$ cat config.mk
export PLATFORM = sky130hd
export DESIGN_NAME = intel_hex_record_parser
export DESIGN_NICKNAME = d
export VERILOG_FILES = /design/src/rtl/ihex_pkg.sv /design/src/rtl/ihex_in_stage.sv /design/src/rtl/ihex_decode.sv /design/src/rtl/intel_hex_record_parser.sv
export SDC_FILE = /design/constraint.sdc
export NUM_CORES = 1
export LEC_CHECK = 0
export ABC_CLOCK_PERIOD_IN_PS = 4000
export BUFFER_PORTS_ARGS = -buffer_cell sky130_fd_sc_hd__buf_2
export CAP_MARGIN = 20
export CORE_MARGIN = 1.5
export CORE_UTILIZATION = 45
export DETAILED_ROUTE_END_ITERATION = 10
export GPL_TIMING_DRIVEN = 0
export SLEW_MARGIN = 20
export SYNTH_ARGS = -nofsm -noshare
export SYNTH_HDL_FRONTEND = slang
export SYNTH_SLANG_ARGS = --single-unit
$ cat constraint.sdc
create_clock -name clk -period 4 [get_ports clk]
set_input_delay 0.4 -clock clk [delete_from_list [all_inputs] [get_ports clk]]
set_output_delay 0.4 -clock clk [all_outputs]
set_load 0.02 [all_outputs]
$ cat src/rtl/ihex_pkg.sv
// shared constants and types for the hex record parser
// no dependencies; used by ihex_in_stage, ihex_decode and the top level
`default_nettype none

package ihex_pkg;

	// address width of the produced writes, and the wrap mask that follows from it
	localparam int AddressBits = 32;
	localparam logic [31:0] AddrMask = 32'hFFFF_FFFF >> (32 - AddressBits);

	// characters with a meaning of their own
	localparam logic [7:0] CharColon   = 8'h3A;
	localparam logic [7:0] CharNewline = 8'h0A;

	// record kinds
	localparam logic [7:0] KindData    = 8'h00;
	localparam logic [7:0] KindSegment = 8'h02;
	localparam logic [7:0] KindLinear  = 8'h04;

	// one registered character on its way into the decoder
	typedef struct packed {
		logic       valid;
		logic [7:0] character;
	} stage_t;

endpackage

`default_nettype wire

$ cat src/rtl/ihex_in_stage.sv
// input register of the hex record parser: holds one accepted character
// depends on ihex_pkg (stage_t)
`default_nettype none

module ihex_in_stage (
	input  wire logic            clk,
	input  wire logic            arst_n,
	input  wire logic            char_valid,
	output logic                 char_stall,
	input  wire logic [7:0]      character,
	input  wire logic            advance,
	output ihex_pkg::stage_t     stage_s1
);

	logic load;

	// take a new request whenever the held one is empty or moves on
	assign load       = !stage_s1.valid || advance;
	assign char_stall = !load;

	always_ff @(posedge clk or negedge arst_n) begin
		if (!arst_n) begin
			stage_s1.valid     <= 1'b0;
			stage_s1.character <= 8'h00;
		end else if (load) begin
			stage_s1.valid <= char_valid;
			if (char_valid) begin
				stage_s1.character <= character;
			end
		end
	end

endmodule

`default_nettype wire

$ cat src/rtl/ihex_decode.sv
// line state machine and result register of the hex record parser
// depends on ihex_pkg (constants, stage_t)
`default_nettype none

module ihex_decode (
	input  wire logic              clk,
	input  wire logic              arst_n,
	input  wire ihex_pkg::stage_t  stage_s1,
	output logic                   advance,
	output logic                   write_valid,
	input  wire logic              write_stall,
	output logic [31:0]            write_address,
	output logic [7:0]             write_data
);

	typedef enum logic [2:0] {
		PH_START,
		PH_COUNT,
		PH_ADDR,
		PH_TYPE,
		PH_DATA,
		PH_EXT,
		PH_SKIP
	} phase_t;

	phase_t      phase_q, phase_d;
	logic [1:0]  digit_q, digit_d;
	logic [7:0]  length_q, length_d;
	logic [7:0]  kind_q, kind_d;
	logic [15:0] load_addr_q, load_addr_d;
	logic [7:0]  bytes_q, bytes_d;
	logic [15:0] acc_q, acc_d;
	logic [31:0] offset_q, offset_d;
	logic        res_valid;
	logic [31:0] res_address;
	logic [15:0] acc_shift;
	logic [7:0]  bytes_inc;
	logic        take;

	// hex digit value; anything else counts as its low nibble
	function automatic logic [3:0] digit_value(input logic [7:0] c);
		logic [3:0] v;
		if (c inside {[8'h41:8'h46]} || c inside {[8'h61:8'h66]}) begin
			v = c[3:0] + 4'd9;
		end else begin
			v = c[3:0];
		end
		return v;
	endfunction

	// result register empty or being taken: the held character is processed
	assign advance = !write_valid || !write_stall;
	assign take    = advance && stage_s1.valid;

	assign acc_shift   = {acc_q[11:0], digit_value(stage_s1.character)};
	assign bytes_inc   = bytes_q + 8'd1;
	assign res_address = (32'(load_addr_q) + offset_q + 32'(bytes_q)) & ihex_pkg::AddrMask;

	// next state for one character
	always_comb begin
		phase_d     = phase_q;
		digit_d     = digit_q;
		length_d    = length_q;
		kind_d      = kind_q;
		load_addr_d = load_addr_q;
		bytes_d     = bytes_q;
		acc_d       = acc_q;
		offset_d    = offset_q;
		res_valid   = 1'b0;
		if (stage_s1.character == ihex_pkg::CharNewline) begin
			phase_d = PH_START;
			digit_d = 2'd0;
			acc_d   = 16'h0000;
		end else begin
			case (phase_q)
				PH_START: begin
					if (stage_s1.character == ihex_pkg::CharColon) begin
						phase_d = PH_COUNT;
						digit_d = 2'd0;
						acc_d   = 16'h0000;
						bytes_d = 8'd0;
					end else begin
						phase_d = PH_SKIP;
					end
				end
				PH_COUNT: begin
					acc_d   = acc_shift;
					digit_d = digit_q + 2'd1;
					if (digit_q == 2'd1) begin
						length_d = acc_shift[7:0];
						phase_d  = PH_ADDR;
						digit_d  = 2'd0;
						acc_d    = 16'h0000;
					end
				end
				PH_ADDR: begin
					acc_d   = acc_shift;
					digit_d = digit_q + 2'd1;
					if (digit_q == 2'd3) begin
						load_addr_d = acc_shift;
						phase_d     = PH_TYPE;
						digit_d     = 2'd0;
						acc_d       = 16'h0000;
					end
				end
				PH_TYPE: begin
					acc_d   = acc_shift;
					digit_d = digit_q + 2'd1;
					if (digit_q == 2'd1) begin
						kind_d  = acc_shift[7:0];
						digit_d = 2'd0;
						acc_d   = 16'h0000;
						if (acc_shift[7:0] == ihex_pkg::KindData) begin
							phase_d = (length_q != 8'd0) ? PH_DATA : PH_SKIP;
						end else if (acc_shift[7:0] == ihex_pkg::KindSegment ||
						             acc_shift[7:0] == ihex_pkg::KindLinear) begin
							phase_d = PH_EXT;
						end else begin
							phase_d = PH_SKIP;
						end
					end
				end
				PH_DATA: begin
					acc_d   = acc_shift;
					digit_d = digit_q + 2'd1;
					if (digit_q == 2'd1) begin
						res_valid = 1'b1;
						bytes_d   = bytes_inc;
						digit_d   = 2'd0;
						acc_d     = 16'h0000;
						phase_d   = (bytes_inc == length_q) ? PH_SKIP : PH_DATA;
					end
				end
				PH_EXT: begin
					acc_d   = acc_shift;
					digit_d = digit_q + 2'd1;
					if (digit_q == 2'd3) begin
						if (kind_q == ihex_pkg::KindSegment) begin
							offset_d = {12'h000, acc_shift, 4'h0};
						end else begin
							offset_d = {acc_shift, 16'h0000};
						end
						phase_d = PH_SKIP;
						digit_d = 2'd0;
						acc_d   = 16'h0000;
					end
				end
				default: begin
				end
			endcase
		end
	end

	// state and result register
	always_ff @(posedge clk or negedge arst_n) begin
		if (!arst_n) begin
			phase_q       <= PH_START;
			digit_q       <= 2'd0;
			length_q      <= 8'd0;
			kind_q        <= 8'd0;
			load_addr_q   <= 16'h0000;
			bytes_q       <= 8'd0;
			acc_q         <= 16'h0000;
			offset_q      <= 32'h0000_0000;
			write_valid   <= 1'b0;
			write_address <= 32'h0000_0000;
			write_data    <= 8'h00;
		end else begin
			if (advance) begin
				write_valid <= take && res_valid;
			end
			if (take) begin
				phase_q     <= phase_d;
				digit_q     <= digit_d;
				length_q    <= length_d;
				kind_q      <= kind_d;
				load_addr_q <= load_addr_d;
				bytes_q     <= bytes_d;
				acc_q       <= acc_d;
				offset_q    <= offset_d;
				if (res_valid) begin
					write_address <= res_address;
					write_data    <= acc_shift[7:0];
				end
			end
		end
	end

	// a newline always returns to the start of a line
	a_newline_resets: assert property (@(posedge clk) disable iff (!arst_n)
		take && stage_s1.character == ihex_pkg::CharNewline
		|=> phase_q == PH_START && digit_q == 2'd0)
		else $error("newline did not return to start of line");

	// results come only from data digits
	a_result_from_data: assert property (@(posedge clk) disable iff (!arst_n)
		take && phase_q != PH_DATA |=> !write_valid)
		else $error("result produced outside a data record");

	// in a data record the byte index stays below the byte count
	a_bytes_in_range: assert property (@(posedge clk) disable iff (!arst_n)
		phase_q == PH_DATA |-> bytes_q < length_q)
		else $error("byte index reached byte count inside data");

	// two-digit fields never pass their second digit
	a_short_fields: assert property (@(posedge clk) disable iff (!arst_n)
		phase_q == PH_COUNT || phase_q == PH_TYPE || phase_q == PH_DATA
		|-> digit_q <= 2'd1)
		else $error("digit position past a two-digit field");

endmodule

`default_nettype wire

$ cat src/rtl/intel_hex_record_parser.sv
// Intel HEX record parser, top level.
// Channels: char_valid/char_stall/character carries one ASCII character per
// request; write_valid/write_stall/write_address/write_data carries one memory
// write per decoded data byte. A request is taken at a rising edge with valid
// high and stall low. Data records (type 00) produce one write per byte at
// load address + offset + byte index, wrapped to the address width; types 02
// and 04 set the offset; other lines and characters produce nothing.
// A data character that completes a byte passes two registers, input and then
// result, before its write shows. Throughput: one character per cycle while
// the receiver does not stall, set by the single pass through the line state
// machine between the input and result registers.
// When the receiver stalls, the held write stays and one more character may
// wait in the input register; after that char_stall rises.
// Reset (arst_n low) empties both registers, clears the offset and returns the
// parser to the start of a line; no clearing pass is needed.
// depends on ihex_pkg, ihex_in_stage, ihex_decode
`default_nettype none

module intel_hex_record_parser (
	input  wire logic        clk,
	input  wire logic        arst_n,
	input  wire logic        char_valid,
	output logic             char_stall,
	input  wire logic [7:0]  character,
	output logic             write_valid,
	input  wire logic        write_stall,
	output logic [31:0]      write_address,
	output logic [7:0]       write_data
);

	ihex_pkg::stage_t stage_s1;
	logic             advance;

	// input register
	ihex_in_stage u_in_stage (
		.clk        (clk),
		.arst_n     (arst_n),
		.char_valid (char_valid),
		.char_stall (char_stall),
		.character  (character),
		.advance    (advance),
		.stage_s1   (stage_s1)
	);

	// record state machine and write register
	ihex_decode u_decode (
		.clk           (clk),
		.arst_n        (arst_n),
		.stage_s1      (stage_s1),
		.advance       (advance),
		.write_valid   (write_valid),
		.write_stall   (write_stall),
		.write_address (write_address),
		.write_data    (write_data)
	);

endmodule

`default_nettype wire

==> flow_summary_export.csv <==
group,metric,value,unit
placement,port_buffers,53,
pwr,comb_power_share,0.290,
detailed_routing,wl,17300,um
pwr,vdd_drop_max,0.308,mV
cts,path_clk_slew,60,ps
detailed_routing,vias_per_cell,5.49,
cts,ctsHtreeMaxLevel,4,
detailed_routing,vias,5789,
die,die_w,129,um
die,rows,45,
pwr,switching_share,0.362,
sta,tightestPinTransition,965,ps
worst_setup_path,crit_arrival,3640,ps
synth,syn_nets,810,
pwr,p_int,2900,uW
placement,place_congestion,0.888,
worst_setup_path,cp_common_cell,"ha_1",
sta,hold_viol,0,
worst_setup_path,slowest_stage,"a221oi_1",
global_routing,grt_pass1_vias,5526,
synth,yosys_warnings,0,
global_routing,grt_pass1_wl,28500,um
global_routing,grt_max_degree,85,
final_layout,n_antenna_cell,0,
worst_setup_path,cp_cell_sequence,"ha_1 -> ha_1 -> fa_1 -> a21o_1 -> a221oi_1 -> and3_1 -> o21bai_1 -> a21oi_1 -> o21ai_0 -> a31oi_1",
cts,root_buffer,"clkbuf_16",
cts,clk_path_buf_depth,2,
final_layout,drive_gt1_frac,0.155,
sta,setup_tns,0,ps
worst_setup_path,critPathCaptureType,"flip-flop",
worst_setup_path,path_max_fanout,4,
hold_path,hold_class,"in -> reg",
sta,finalClockSkew,7.05,ps
die,fp.dieH,129,um
sta,fin_crit,3300,ps
placement,pre_cts_slack,748,ps
sta,setup_viol,0,
placement,dp_cells,1022,
die,core-area,0.0154,sq mm
pwr,power_frac_seq,0.399,
sta,fmax,303,MHz
global_routing,track_usage,0.224,
die,die_area,0.0167,sq mm
worst_setup_path,slowest_delay,530,ps
sta,timing.slew.headroom,0.352,
synth,synthesis.area,0.00717,sq mm
job,cap_viol_max_count,0,
synth,yosys.area.top_type,"dfrtp_1",
global_routing,antenna_found_initial,0,
synth,yosys.area.top_type_share,0.471,
die,initial_core_util,0.467,
cts,post_cts_buffers,0,
final_layout,design_area,0.00829,sq mm
synth,avgSynthCellArea,9.47,sq um
placement,place_hpwl,12600,um
synth,async_flop_share,1.00,
run_status,status,"finished clean",
worst_setup_path,start_kind,"flip-flop",
sta,finalWorstSetupSlack,697,ps
synth,synth_flop_cell,"dfrtp_1",
final_layout,areaGrowthSynthToFinish,15.6,%
cts,clock_latency,430,ps
synth,ys_seq_elements,135,
final_layout,fin_cells,1055,
pwr,switchingPower,1650,uW
die,io_pins,54,
pwr,pwr-share-clk,0.311,
pwr,power.density,549,mW/mm^2
synth,netlist_instances,757,
sta,rsz0062_at_grt,"no",
synth,synth_edf_count,0,
cts,cts_resized,0,
final_layout,fin_util,0.540,
worst_setup_path,cp.required,4340,ps
worst_setup_path,crit_type,"reg -> reg",
detailed_routing,ant_nets,0,
synth,synth.distinct_cells,54,
placement,place_area,0.00776,sq mm
cts,cts_buffers,17,
sta,drv_slew,0,
detailed_routing,drt_iter0_markers,345,
detailed_routing,routedWlPerCell,16.4,um
synth,synth_area_leaders,"dfrtp_1, nand2_1, o21ai_0",
detailed_routing,remaining_drc_errors,0,
pwr,leakagePower,0.00394,uW
sta,fin_crit_sh,0.826,
final_layout,nNetsFinal,884,
cts,cts_tree,"yes",
synth,ys_seq_area_frac,0.471,
cts,cts_hold_buf,1,
cts,cts.sinks,135,
detailed_routing,firstDrtPassIters,7,
global_routing,grt-ovfl-total,0,
synth_stat cells, types with 6 or more instances:
master	n
a21o_1	7
a21oi_1	36
and3_1	11
buf_2	9
clkbuf_1	23
dfrtp_1	135
ha_1	36
inv_1	15
mux2_2	25
nand2_1	166
nand3_1	23
nand4_1	6
nor2_1	26
nor2b_1	6
nor3_1	9
o21ai_0	93
o21ai_1	6
o31ai_1	12
xnor2_1	21
xor2_1	17
per-layer routing:
layer,routed length [um],track usage,vias up,share of wire
met4,486,0.109,0,0.028
li1,-,-,2786,-
met2,8130,0.361,150,0.47
met5,0,0,-,0
met1,7930,0.291,2817,0.46
met3,785,0.0421,36,0.045
cells by family (layout without fill, tap and decap cells):
group                      Yosys count  in the layout  share of synthesized area
AOI/OAI and AO/OA                  186            186                      0.150
and+or+nand+nor                    271            271                      0.170
buffers and inverters               54            141                     0.0340
adders and majority gates           41             41                     0.0768
muxes                               32             32                     0.0511
xor gates and xnor gates            38             38                     0.0464
DFF                                135            135                      0.471
critical path: cells and delay by family, from the launching register on:
family	cells	cell delay, ps
AO/OA/AOI/OAI	6	1550
AND/OR/NAND/NOR	1	280
flip-flops	1	430
adder cells (fa/ha/maj)	3	970
worst paths after layout:
path,from,endpoint,slack (ps),depth (start not counted)
min in group asynchronous,arst_n,u_in_stage.stage_s1[1]$_DFFE_PN0P_,460,2
max in group asynchronous,arst_n,u_decode.write_address[5]$_DFFE_PN0P_,2780,3
worst min register to register,u_decode.write_address[5]$_DFFE_PN0P_,u_decode.write_address[5]$_DFFE_PN0P_,470,2
worst min-delay path,char_valid,u_in_stage.stage_s1[8]$_DFFE_PN0N_,180,2
worst max register to register,u_decode.bytes_q[1]$_DFFE_PN0P_,u_decode.write_address[31]$_DFFE_PN0P_,700,10
worst max-delay path,u_decode.bytes_q[1]$_DFFE_PN0P_,u_decode.write_address[31]$_DFFE_PN0P_,700,10
flip-flops by register name (all words and copies together), names as in the netlist:
signal,cells
u_decode.kind_q,8
u_decode.write_valid,1
u_decode.load_addr_q,16
u_decode.digit_q,2
u_decode.acc_q,12
u_decode.phase_q,3
u_decode.bytes_q,8
u_decode.offset_q,28
u_decode.write_data,8
u_in_stage.stage_s1,9
u_decode.length_q,8
u_decode.write_address,32
through the flow:
step	total power [uW]	hold WS (ps)
final	4550	178
after global routing	4810	193
after CTS	4570	167
after detailed placement	3150	335
after global placement	3100	452
after floorplan	2670	104
power by group through the flow:
stage / combinational, uW / sequential, uW / clock [uW]
4_1_cts: 1320 / 1820 / 1440
2_1_floorplan: 758 / 1910 / 0
3_5_place_dp: 1310 / 1840 / 0
6_report: 1320 / 1820 / 1420
3_3_place_gp: 1270 / 1820 / 0
5_1_grt: 1470 / 1850 / 1500
final cells by class:
type | instances | area [sq um]
timing repair buffer | 55 | 313
sequential | 135 | 3380
fill | 1389 | 7080
clock inverter | 10 | 81.3
clock buffer | 22 | 444
multi-input combinational | 568 | 3570
inverter | 15 | 56.3
tap | 211 | 264
buffer | 39 | 188
placed cells by master (no fill, tap or decap), types with 7 or more instances in the layout:
| master | count |
|---|---|
| nand2_1 | 166 |
| nor2_1 | 26 |
| xnor2_1 | 20 |
| xor2_1 | 17 |
| buf_2 | 61 |
| dfrtp_1 | 135 |
| nor3_1 | 9 |
| and3_1 | 11 |
| clkbuf_16 | 17 |
| a21oi_1 | 34 |
| a21o_1 | 7 |
| clkinv_2 | 7 |
| mux2_2 | 25 |
| nand3_1 | 23 |
| inv_1 | 15 |
| o31ai_1 | 12 |
| clkbuf_1 | 28 |
| ha_1 | 36 |
| o21ai_0 | 93 |
Note: power is estimated with default switching activity, not from simulation.
